### src/rtl/lightmap_overbright_scale_assert.svh
// Assertion macros for the overbright scaling block.
// Used by the top level; expects a clock named i_clk and a reset named i_rst_n.
`ifndef LIGHTMAP_OVERBRIGHT_SCALE_ASSERT_SVH
`define LIGHTMAP_OVERBRIGHT_SCALE_ASSERT_SVH

// Same-cycle implication, checked outside reset.
`define LMOS_ASSERT_NOW(label, ante, cons) \
    label: assert property (@(posedge i_clk) disable iff (!i_rst_n) (ante) |-> (cons)) \
        else $error("lightmap_overbright_scale: same-cycle check failed");

// Next-cycle implication, checked outside reset.
`define LMOS_ASSERT_NEXT(label, ante, cons) \
    label: assert property (@(posedge i_clk) disable iff (!i_rst_n) (ante) |=> (cons)) \
        else $error("lightmap_overbright_scale: next-cycle check failed");

`endif

### src/rtl/lmos_pkg.sv
// Shared constants and types of the overbright scaling block.
// No dependencies; used by the interfaces and every module.
`timescale 1ns / 1ps

package lmos_pkg;

    localparam int ChanW        = 8;
    localparam int NumChan      = 3;
    localparam int GainW        = 12;
    localparam int GainFracBits = 8;
    localparam int DivSteps     = ChanW;
    // Wide enough for both the channel product and the full-scale limit.
    localparam int ProdW = (GainW > GainFracBits) ? ChanW + GainW : ChanW + GainFracBits;
    localparam int Ch255W = 2 * ChanW;

    localparam logic [GainW-1:0] GainReset = GainW'(640);
    localparam logic [ChanW-1:0] FullScale = {ChanW{1'b1}};
    localparam logic [ProdW-1:0] PlainLimit = ProdW'(FullScale) << GainFracBits;

    typedef logic [NumChan-1:0][ChanW-1:0] t_chans;

    // Word carried along the division chain.
    typedef struct packed {
        logic               limited;
        logic [ChanW-1:0]   peak;
        t_chans             plain;
        t_chans             rem;
        t_chans             quo;
    } t_cell;

endpackage

### src/rtl/lmos_if.sv
// Handshake interfaces for pixel input, pixel output and the gain write port.
// Depends on lmos_pkg.
`timescale 1ns / 1ps

interface lmos_pix_in_if;
    import lmos_pkg::*;
    logic             valid;
    logic             ready;
    logic [ChanW-1:0] red_in;
    logic [ChanW-1:0] green_in;
    logic [ChanW-1:0] blue_in;
    modport source (output valid, red_in, green_in, blue_in, input ready);
    modport sink   (input valid, red_in, green_in, blue_in, output ready);
endinterface

interface lmos_pix_out_if;
    import lmos_pkg::*;
    logic             valid;
    logic             ready;
    logic [ChanW-1:0] red_out;
    logic [ChanW-1:0] green_out;
    logic [ChanW-1:0] blue_out;
    logic             was_limited;
    modport source (output valid, red_out, green_out, blue_out, was_limited, input ready);
    modport sink   (input valid, red_out, green_out, blue_out, was_limited, output ready);
endinterface

interface lmos_cfg_if;
    import lmos_pkg::*;
    logic             valid;
    logic             ready;
    logic [GainW-1:0] gain;
    modport source (output valid, gain, input ready);
    modport sink   (input valid, gain, output ready);
endinterface

### src/rtl/lmos_front.sv
// Front stage: channel products with the gain, peak channel and the x255 dividends.
// Depends on lmos_pkg; feeds the first division cell.
`timescale 1ns / 1ps

module lmos_front (
    input  logic                  i_clk,
    input  logic                  i_rst_n,
    input  logic                  i_valid,
    input  lmos_pkg::t_chans      i_chans,
    input  logic [lmos_pkg::GainW-1:0] i_gain,
    output logic                  o_ready,
    input  logic                  i_ready,
    output logic                  o_valid,
    output lmos_pkg::t_cell       o_cell
);
    import lmos_pkg::*;

    logic                              r_valid;
    logic [ChanW-1:0]                  r_peak;
    logic [NumChan-1:0][ProdW-1:0]     r_prod;
    logic [NumChan-1:0][Ch255W-1:0]    r_ch255;
    logic [ChanW-1:0]                  n_peak;
    logic [NumChan-1:0][ProdW-1:0]     n_prod;
    logic [NumChan-1:0][Ch255W-1:0]    n_ch255;

    assign o_ready = !r_valid || i_ready;
    assign o_valid = r_valid;

    always_comb begin
        n_peak = i_chans[0];
        for (int c = 1; c < NumChan; c++) begin
            if (i_chans[c] > n_peak) begin
                n_peak = i_chans[c];
            end
        end
        for (int c = 0; c < NumChan; c++) begin
            n_prod[c]  = ProdW'(i_chans[c]) * ProdW'(i_gain);
            // ch * 255 as (ch << 8) - ch.
            n_ch255[c] = {i_chans[c], {ChanW{1'b0}}} - Ch255W'(i_chans[c]);
        end
    end

    always_ff @(posedge i_clk) begin
        if (!i_rst_n) begin
            r_valid <= 1'b0;
        end else if (o_ready) begin
            r_valid <= i_valid;
        end
    end

    always_ff @(posedge i_clk) begin
        if (o_ready) begin
            r_peak  <= n_peak;
            r_prod  <= n_prod;
            r_ch255 <= n_ch255;
        end
    end

    // The gain is nonnegative, so the peak channel gives the largest product.
    always_comb begin
        o_cell.limited = 1'b0;
        o_cell.peak    = r_peak;
        for (int c = 0; c < NumChan; c++) begin
            if (r_prod[c] > PlainLimit) begin
                o_cell.limited = 1'b1;
            end
            o_cell.plain[c] = ChanW'(r_prod[c] >> GainFracBits);
            o_cell.rem[c]   = r_ch255[c][Ch255W-1:ChanW];
            o_cell.quo[c]   = r_ch255[c][ChanW-1:0];
        end
    end

endmodule

### src/rtl/lmos_div_cell.sv
// One restoring-division cell: produces one quotient bit per channel and passes on.
// Depends on lmos_pkg; chained DivSteps times by the top level.
`timescale 1ns / 1ps

module lmos_div_cell (
    input  logic            i_clk,
    input  logic            i_rst_n,
    input  logic            i_valid,
    input  lmos_pkg::t_cell i_cell,
    output logic            o_ready,
    input  logic            i_ready,
    output logic            o_valid,
    output lmos_pkg::t_cell o_cell
);
    import lmos_pkg::*;

    logic  r_valid;
    t_cell r_cell;
    t_cell n_cell;

    assign o_ready = !r_valid || i_ready;
    assign o_valid = r_valid;
    assign o_cell  = r_cell;

    // The quo field starts as the low dividend bits; each step shifts one of them
    // into the remainder and one quotient bit in at the bottom.
    always_comb begin
        logic [ChanW:0] trial;
        logic           qbit;
        n_cell = i_cell;
        for (int c = 0; c < NumChan; c++) begin
            trial = {i_cell.rem[c], i_cell.quo[c][ChanW-1]};
            qbit  = (trial >= {1'b0, i_cell.peak});
            if (qbit) begin
                n_cell.rem[c] = ChanW'(trial - {1'b0, i_cell.peak});
            end else begin
                n_cell.rem[c] = ChanW'(trial);
            end
            n_cell.quo[c] = {i_cell.quo[c][ChanW-2:0], qbit};
        end
    end

    always_ff @(posedge i_clk) begin
        if (!i_rst_n) begin
            r_valid <= 1'b0;
        end else if (o_ready) begin
            r_valid <= i_valid;
        end
    end

    always_ff @(posedge i_clk) begin
        if (o_ready) begin
            r_cell <= n_cell;
        end
    end

endmodule

### src/rtl/lightmap_overbright_scale.sv
// Top level of the overbright scaling block: gain register, front stage,
// division chain and output register. Depends on lmos_pkg, the interfaces,
// lmos_front, lmos_div_cell and the assertion header.
//
// Usage:
//   i_pix carries one RGB word per transfer; o_pix returns one word per input
//   word, in order, with was_limited set when the pixel was renormalized.
//   i_cfg writes the 12-bit gain (8 fraction bits); it is always ready and
//   should only be written while no pixel is in flight.
//   A word accepted on i_pix passes one front stage with the three gain
//   multipliers, eight division cells (one quotient bit each) and the output
//   register. Throughput is one word per cycle unless o_pix stalls.
//   Each stage holds its word when its successor is full and stalled, so a
//   stalled receiver fills the chain up before i_pix.ready falls; bubbles are
//   squeezed out while the output waits.
//   Reset empties the chain and sets the gain to 2.5.
`timescale 1ns / 1ps
`include "lightmap_overbright_scale_assert.svh"

module lightmap_overbright_scale (
    input  logic           i_clk,
    input  logic           i_rst_n,
    lmos_pix_in_if.sink    i_pix,
    lmos_cfg_if.sink       i_cfg,
    lmos_pix_out_if.source o_pix
);
    import lmos_pkg::*;

    logic [GainW-1:0]  r_gain;
    t_chans            in_chans;
    logic [DivSteps:0] stg_valid;
    logic [DivSteps:0] stg_ready;
    t_cell             stg_cell [DivSteps+1];
    logic              out_ready;
    logic              r_out_valid;
    logic              r_out_limited;
    t_chans            r_out_chans;
    t_chans            n_out_chans;

    assign i_cfg.ready = 1'b1;

    always_ff @(posedge i_clk) begin
        if (!i_rst_n) begin
            r_gain <= GainReset;
        end else if (i_cfg.valid) begin
            r_gain <= i_cfg.gain;
        end
    end

    assign in_chans[0] = i_pix.red_in;
    assign in_chans[1] = i_pix.green_in;
    assign in_chans[2] = i_pix.blue_in;

    lmos_front u_front (
        .i_clk   (i_clk),
        .i_rst_n (i_rst_n),
        .i_valid (i_pix.valid),
        .i_chans (in_chans),
        .i_gain  (r_gain),
        .o_ready (i_pix.ready),
        .i_ready (stg_ready[0]),
        .o_valid (stg_valid[0]),
        .o_cell  (stg_cell[0])
    );

    for (genvar k = 0; k < DivSteps; k++) begin : g_cell
        lmos_div_cell u_cell (
            .i_clk   (i_clk),
            .i_rst_n (i_rst_n),
            .i_valid (stg_valid[k]),
            .i_cell  (stg_cell[k]),
            .o_ready (stg_ready[k]),
            .i_ready (stg_ready[k+1]),
            .o_valid (stg_valid[k+1]),
            .o_cell  (stg_cell[k+1])
        );
    end

    assign out_ready            = !r_out_valid || o_pix.ready;
    assign stg_ready[DivSteps]  = out_ready;

    always_comb begin
        for (int c = 0; c < NumChan; c++) begin
            n_out_chans[c] = stg_cell[DivSteps].limited ? stg_cell[DivSteps].quo[c]
                                                         : stg_cell[DivSteps].plain[c];
        end
    end

    always_ff @(posedge i_clk) begin
        if (!i_rst_n) begin
            r_out_valid <= 1'b0;
        end else if (out_ready) begin
            r_out_valid <= stg_valid[DivSteps];
        end
    end

    always_ff @(posedge i_clk) begin
        if (out_ready) begin
            r_out_chans   <= n_out_chans;
            r_out_limited <= stg_cell[DivSteps].limited;
        end
    end

    assign o_pix.valid       = r_out_valid;
    assign o_pix.red_out     = r_out_chans[0];
    assign o_pix.green_out   = r_out_chans[1];
    assign o_pix.blue_out    = r_out_chans[2];
    assign o_pix.was_limited = r_out_limited;

    // A renormalized word always has its peak channel at full scale.
    `LMOS_ASSERT_NOW(a_limited_peak, o_pix.valid && o_pix.was_limited,
        o_pix.red_out == FullScale || o_pix.green_out == FullScale || o_pix.blue_out == FullScale)
    // Input back-pressure only ever comes from a full chain behind a stalled output.
    `LMOS_ASSERT_NOW(a_stall_source, !i_pix.ready,
        o_pix.valid && !o_pix.ready && (&stg_valid))
    // A gain write lands in the register on the next cycle.
    `LMOS_ASSERT_NEXT(a_gain_write, i_cfg.valid && i_cfg.ready, r_gain == $past(i_cfg.gain))

endmodule
### src/flat_wrapper.sv
// flat-port wrapper written by rule: the top's interface ports become plain ports
module lightmap_overbright_scale_flat import lmos_pkg::*;
  (i_clk, i_rst_n, i_pix_valid, i_pix_red_in, i_pix_green_in, i_pix_blue_in, i_pix_ready, i_cfg_valid, i_cfg_gain, i_cfg_ready, o_pix_valid, o_pix_red_out, o_pix_green_out, o_pix_blue_out, o_pix_was_limited, o_pix_ready);
  lmos_pix_in_if i_pix_i ();
  lmos_cfg_if i_cfg_i ();
  lmos_pix_out_if o_pix_i ();
  input  logic i_clk;
  input  logic i_rst_n;
  input wire logic [$bits(i_pix_i.valid)-1:0] i_pix_valid;
  input wire logic [$bits(i_pix_i.red_in)-1:0] i_pix_red_in;
  input wire logic [$bits(i_pix_i.green_in)-1:0] i_pix_green_in;
  input wire logic [$bits(i_pix_i.blue_in)-1:0] i_pix_blue_in;
  output wire logic [$bits(i_pix_i.ready)-1:0] i_pix_ready;
  input wire logic [$bits(i_cfg_i.valid)-1:0] i_cfg_valid;
  input wire logic [$bits(i_cfg_i.gain)-1:0] i_cfg_gain;
  output wire logic [$bits(i_cfg_i.ready)-1:0] i_cfg_ready;
  output wire logic [$bits(o_pix_i.valid)-1:0] o_pix_valid;
  output wire logic [$bits(o_pix_i.red_out)-1:0] o_pix_red_out;
  output wire logic [$bits(o_pix_i.green_out)-1:0] o_pix_green_out;
  output wire logic [$bits(o_pix_i.blue_out)-1:0] o_pix_blue_out;
  output wire logic [$bits(o_pix_i.was_limited)-1:0] o_pix_was_limited;
  input wire logic [$bits(o_pix_i.ready)-1:0] o_pix_ready;
  assign i_pix_i.valid = i_pix_valid;
  assign i_pix_i.red_in = i_pix_red_in;
  assign i_pix_i.green_in = i_pix_green_in;
  assign i_pix_i.blue_in = i_pix_blue_in;
  assign i_pix_ready = i_pix_i.ready;
  assign i_cfg_i.valid = i_cfg_valid;
  assign i_cfg_i.gain = i_cfg_gain;
  assign i_cfg_ready = i_cfg_i.ready;
  assign o_pix_valid = o_pix_i.valid;
  assign o_pix_red_out = o_pix_i.red_out;
  assign o_pix_green_out = o_pix_i.green_out;
  assign o_pix_blue_out = o_pix_i.blue_out;
  assign o_pix_was_limited = o_pix_i.was_limited;
  assign o_pix_i.ready = o_pix_ready;
  lightmap_overbright_scale u_core (.i_clk(i_clk), .i_rst_n(i_rst_n), .i_pix(i_pix_i), .i_cfg(i_cfg_i), .o_pix(o_pix_i));
endmodule
### config.mk
export PLATFORM = sky130hd
export DESIGN_NAME = lightmap_overbright_scale_flat
export DESIGN_NICKNAME = d
export VERILOG_FILES = /design/src/rtl/lmos_pkg.sv /design/src/rtl/lmos_if.sv /design/src/rtl/lmos_front.sv /design/src/rtl/lmos_div_cell.sv /design/src/rtl/lightmap_overbright_scale.sv /design/src/flat_wrapper.sv
export VERILOG_INCLUDE_DIRS = /design/src /design/src/rtl
export SDC_FILE = /design/constraint.sdc
export NUM_CORES = 2
export LEC_CHECK = 0
export ABC_AREA = 0
export BUFFER_PORTS_ARGS = -buffer_cell sky130_fd_sc_hd__buf_2
export CAP_MARGIN = 20
export CORE_AREA = 2 2 301 303
export DETAILED_ROUTE_END_ITERATION = 8
export DIE_AREA = 0 0 303 305
export HOLD_SLACK_MARGIN = 0.1
export PLACE_DENSITY = 0.65
export SYNTH_ARGS = -nofsm -noshare
export SYNTH_HDL_FRONTEND = slang
export SYNTH_SLANG_ARGS = --single-unit
### constraint.sdc
create_clock -name i_clk -period 13 [get_ports i_clk]
set_clock_uncertainty 0.1 [all_clocks]
set_input_delay 1.3 -clock i_clk [delete_from_list [all_inputs] [get_ports i_clk]]
set_output_delay 1.3 -clock i_clk [all_outputs]
set_load 0.02 [all_outputs]
* Word level (Yosys, flattened, before mapping)
Cells that the tools add are included.
** Storage, ports and cells
- Memories :: 0
- Word-level logic and storage cells :: 210
- Bits in read-only memories :: 0
- Register bits after elaboration :: 779
- Bits in writable memories :: 0
- Latch bits :: 0
** Cells by class
- Divide/modulo/power cells :: 0
- Shift-type cells :: 0
- $lt $le $gt $ge :: 29
- Equality and inequality tests :: 0
- Multiply operators :: 3
- Bitwise gates (word level) :: 0
- $add $sub $neg :: 24
- Reductions and logical operators :: 21
- Multiplexer cells :: 27
** Operators with widths (count)
- $ge A9 B8 Y1 :: 24
- $mux W8 :: 26
- $sub A8 B8 Y8 :: 21
- $gt A20 B16 Y1 const B :: 3
- $mul A8 B12 Y20 :: 3
- $sub A16 B8 Y16 :: 3
- $gt A8 B8 Y1 :: 2
- $logic_not A1 Y1 :: 10
- $logic_or A1 B1 Y1 :: 10
- $reduce_or A2 Y1 :: 1
- $mux W1 :: 1

* Depth between registers and ports, before layout
- Depth after elaboration :: 11
- Depth in mapped cells :: 18
- Mapped depth without buffers :: 16

* By module
A second synthesis with hierarchy kept.
** Second synthesis, totals
- Cells, all modules :: 3678
- Area total of the unflattened synthesis :: 47305.4 um^2
** By module, submodules not included
- lmos_div_cell at u_core.g_cell[3].u_cell ... :: area an instance 3831.2 um^2, times used 4, cells an instance 265
- lmos_front :: area an instance 14322.5 um^2, times used 1, cells an instance 1441
- lmos_div_cell at u_core.g_cell[0].u_cell ... :: area an instance 4023.9 um^2, times used 2, cells an instance 268
- lmos_div_cell at u_core.g_cell[5].u_cell :: area an instance 4013.8 um^2, times used 1, cells an instance 267
- lmos_div_cell at u_core.g_cell[2].u_cell :: area an instance 3955.0 um^2, times used 1, cells an instance 278
- lightmap_overbright_scale :: area an instance 1641.6 um^2, times used 1, cells an instance 96

* Worst setup path after synthesis
OpenSTA, ideal clock, no wires.
- Path kind :: input to register
- Start point :: input port o_pix_ready
- End point :: register u_core.u_front.r_ch255, in the netlist u_core.u_front.o_cell[0], enable pin
- Data required time :: 11.512 ns
- Stages on the path :: 6
- Slack :: 6.185 ns
- Data arrival time :: 5.327 ns
- Cell sequence :: nor2b_1 > inv_1 > nor2_1 > and2_1 > and3_1 > nand3_1
** On the way
- Longest elaborated chain between the ends :: 10
** RTL lines
- from (decl) :: RTL line flat_wrapper.sv:22 : input wire logic [$bits(o_pix_i.ready)-1:0] o_pix_ready;
- $logic_or A1 B1 Y1 :: RTL line lightmap_overbright_scale.sv:79 : assign out_ready = !r_out_valid || o_pix.ready;
- net u_core.g_cell[7].u_cell.i_ready :: RTL line lmos_div_cell.sv:11 : input logic i_ready,
- $logic_or A1 B1 Y1 (8 in series) :: RTL line lmos_div_cell.sv:21 : assign o_ready = !r_valid || i_ready;
- $logic_or A1 B1 Y1 :: RTL line lmos_front.sv:26 : assign o_ready = !r_valid || i_ready;
- net i_pix_ready :: RTL line flat_wrapper.sv:13 : output wire logic [$bits(i_pix_i.ready)-1:0] i_pix_ready;
- to (signal assigned) :: RTL line lmos_front.sv:55 : r_ch255 <= n_ch255;
- to (decl) :: RTL line lmos_front.sv:21 : logic [NumChan-1:0][Ch255W-1:0] r_ch255;
The timed path passes the listed nets, and every way through them passes these cells.
A chain may end at the register's enable or synchronous reset.

==> flow_summary.yaml <==
run_status:
  status: "complete, but fails checks"
  failed_checks: "DRC"
detailed_routing:
  route.detailed.wl_per_inst_um: 18.0
  first_pass_iters: 7
  drt_iter0_markers: 1492
  routed_wl_um: 87900
  drc_errors: 10
  final_antenna_net_count: 0
  route.vias.total: 25820
  vias_per_cell: 5.27
floorplanning:
  die_y_um: 305
  fp.dieW_um: 303
  io_pins: 69
  rows: 110
  core_area_um2: 89300
  initial_core_util_pct: 49.6
  die_area_um2: 92400
grt:
  antenna_found_initial: 1
  grt_pass1_vias: 25925
  grt_use_total_pct: 19.5
  grt-ovfl-total: 0
  grt_pass1_wl_um: 141000
  grt_max_degree: 76
timing:
  slew_headroom_pct: 30.7
  fmax_mhz: 181
  hold_viol_final: 0
  finalSetupViolations: 0
  rsz0062_at_grt: "no"
  tightest_slew_ps: 1030
  tns_ps: 0
  period_share_pct: 42.6
  finalMaxSlewViolations: 0
  holdWs_ps: 292
  min_period_ps: 5540
  setup_ws_ps: 7460
setup_path:
  slowest_stage: "fa_1"
  cp-end-kind: "register"
  critPathArrivalTime_ps: 5820
  cp-start-kind: "input pin"
  cpLargestDelayFamily: "adder cells"
  critPathMaxStageDelay_ps: 530
  cp_cell_sequence: "buf_2 > nand2_1 > fa_1 > fa_1 > inv_1 > fa_1 > inv_1 > fa_1 > inv_1 > ha_1 > a21o_1 > a21oi_1 > o221ai_1 > a31o_2 > a211o_1 > xor2_1"
  required_ps: 13290
  path_class: "in -> reg"
  critPathMaxFanout: 18
  critPathBufInv: 4
  cp_common_cell: "fa_1"
worst_hold_path:
  hold_class: "reg -> reg"
layout:
  final-seq-area_um2: 23200
  layout.nets: 4228
  fillerInstances: 7450
  final_util_pct: 54.6
  area_growth_pct: 10.1
  multiInputGateArea_um2: 19100
  final_common_cell: "edfxtp_1"
  layout-drive-gt1-share_pct: 9.38
  final_cell_mix: "edfxtp_1, inv_1, ha_1"
synthesis:
  syn_area_per_cell_um2: 12.5
  synth_area_leader_cell: "edfxtp_1"
  netlist_top_cells_area: "edfxtp_1, ha_1, fa_1"
  synth-main-ff-cell: "edfxtp_1"
  synth_cells: 3552
  synth-seq-cells: 779
  yosysSeqAreaShare_pct: 52.3
  synthDistinctLibCells: 72
  netlist_area_um2: 44300
  yosys_warnings: 0
  ys_async_sr_fraction_pct: 0
  synth.top_cell.area_share_pct: 51.3
  syn_nets: 4125
  synth-edff-count: 757
placed_design:
  numPortBuffers: 67
  pre_cts_slack_ps: 6850
  gp_congestion: 0.891
  dp_hpwl_um: 65900
pwr:
  p_leak_nw: 20.6
  ir_drop_mv: 0.129
  power_density_nw_per_um2: 218
cts:
  clk_latency_ps: 630
  post_cts_resized: 0
  holdBufCountCts: 0
  post-cts-setup-buffers: 0
  cts_made_buffers: 80
  cts_tree: "done"
  cts_sinks: 779
  cts_max_level: 3
  root_buffer: "clkbuf_16"
  cts.path.max_buffers: 3
  clkSlewWorstSetupHoldPaths_ps: 60
run:
  drv_cap: 0
[through the flow]
step | instances | cell area, µm² | power, W
2_1_floorplan | 3552 | 44300 | 0.00735
3_3_place_gp | 4748 | 46100 | 0.00829
3_5_place_dp | 4748 | 46100 | 0.00838
4_1_cts | 4894 | 48700 | 0.0107
5_1_grt | 4895 | 48800 | 0.0114
6_report | 4897 | 48800 | 0.0106
[report_power, final]
| part | switching (W) | total, W | internal (W) |
|---|---|---|---|
| clock network | 0.000963 | 0.00230 | 0.00133 |
| logic | 0.00215 | 0.00389 | 0.00174 |
| registers | 0.000404 | 0.00446 | 0.00405 |
[area by class of cell]
type / instances / share of cell area [%]
inverters: 468 / 3.61
diodes: 2 / 0.0103
multi-input cells: 2232 / 39.2
well taps: 1176 / 3.02
clock inverters: 51 / 1.31
clock buffers: 95 / 4.22
repair buffers: 94 / 1.14
flip-flops and latches: 779 / 47.5
[state kept, by name (all words and copies together) (netlist names)]
signal	cells
u_core.g_cell.u_cell.o_cell	616
u_core.g_cell.u_cell.o_valid	8
u_core.o_pix.blue_out	8
u_core.o_pix.green_out	8
u_core.o_pix.red_out	8
u_core.o_pix.valid	1
u_core.o_pix.was_limited	1
u_core.r_gain	12
u_core.u_front.o_cell	72
u_core.u_front.o_valid	1
u_core.u_front.r_peak	8
u_core.u_front.r_prod	36
[cell families after synthesis]
logic type               after synthesis  synth area share [%]
XOR/XNOR                             125                  2.47
AND/OR/NAND/NOR                      855                  10.2
other                                  1               0.00847
flip-flops                           779                  52.3
multiplexers                         152                  3.70
adder cells (fa/ha/maj)              532                  18.4
buffers and inverters                541                  4.61
AO/OA/AOI/OAI                        567                  8.28
[layer usage]
| layer | global-route usage (%) | vias to the layer above | share of wire (%) |
|---|---|---|---|
| li1 | - | 12744 | - |
| met1 | 26.0 | 12544 | 45 |
| met2 | 33.3 | 397 | 50 |
| met3 | 2.46 | 135 | 3.0 |
| met4 | 5.75 | 0 | 2.7 |
| met5 | 0 | - | 0 |
[Yosys cell counts, types with 11 or more instances]
| cell | count |
|---|---|
| fa_1 | 201 |
| inv_1 | 462 |
| or3_1 | 11 |
| and3_1 | 22 |
| xnor2_1 | 86 |
| nor2_1 | 157 |
| dfxtp_1 | 22 |
| xor2_1 | 39 |
| edfxtp_1 | 757 |
| nand3_1 | 31 |
| o31ai_1 | 25 |
| nand4_1 | 21 |
| nor4_1 | 20 |
| nand2b_1 | 41 |
| clkbuf_1 | 65 |
| mux2i_1 | 59 |
| a21o_1 | 43 |
| o21a_1 | 22 |
| a31o_2 | 11 |
| and2_1 | 254 |
| mux2_2 | 93 |
| nor2b_1 | 72 |
| ha_1 | 331 |
| o21ai_0 | 128 |
| nor3_1 | 31 |
| a21boi_0 | 25 |
| a31oi_1 | 12 |
| a211oi_1 | 21 |
| a21oi_1 | 173 |
| nand2_1 | 162 |
[worst paths after layout]
| check | cells after the start | endpoint | start | slack, ps |
|---|---|---|---|---|
| max | 16 | u_core.u_front.r_prod[17] | i_pix_red_in[4] | 7460 |
| min | 0 | u_core.g_cell[0].u_cell.o_cell[7] | u_core.u_front.o_cell[6] | 290 |
| max reg2reg | 13 | u_core.u_front.o_cell[63] | u_core.r_gain[7] | 7480 |
| min reg2reg | 0 | u_core.g_cell[0].u_cell.o_cell[7] | u_core.u_front.o_cell[6] | 290 |
Note: power is estimated with default switching activity, not from simulation.
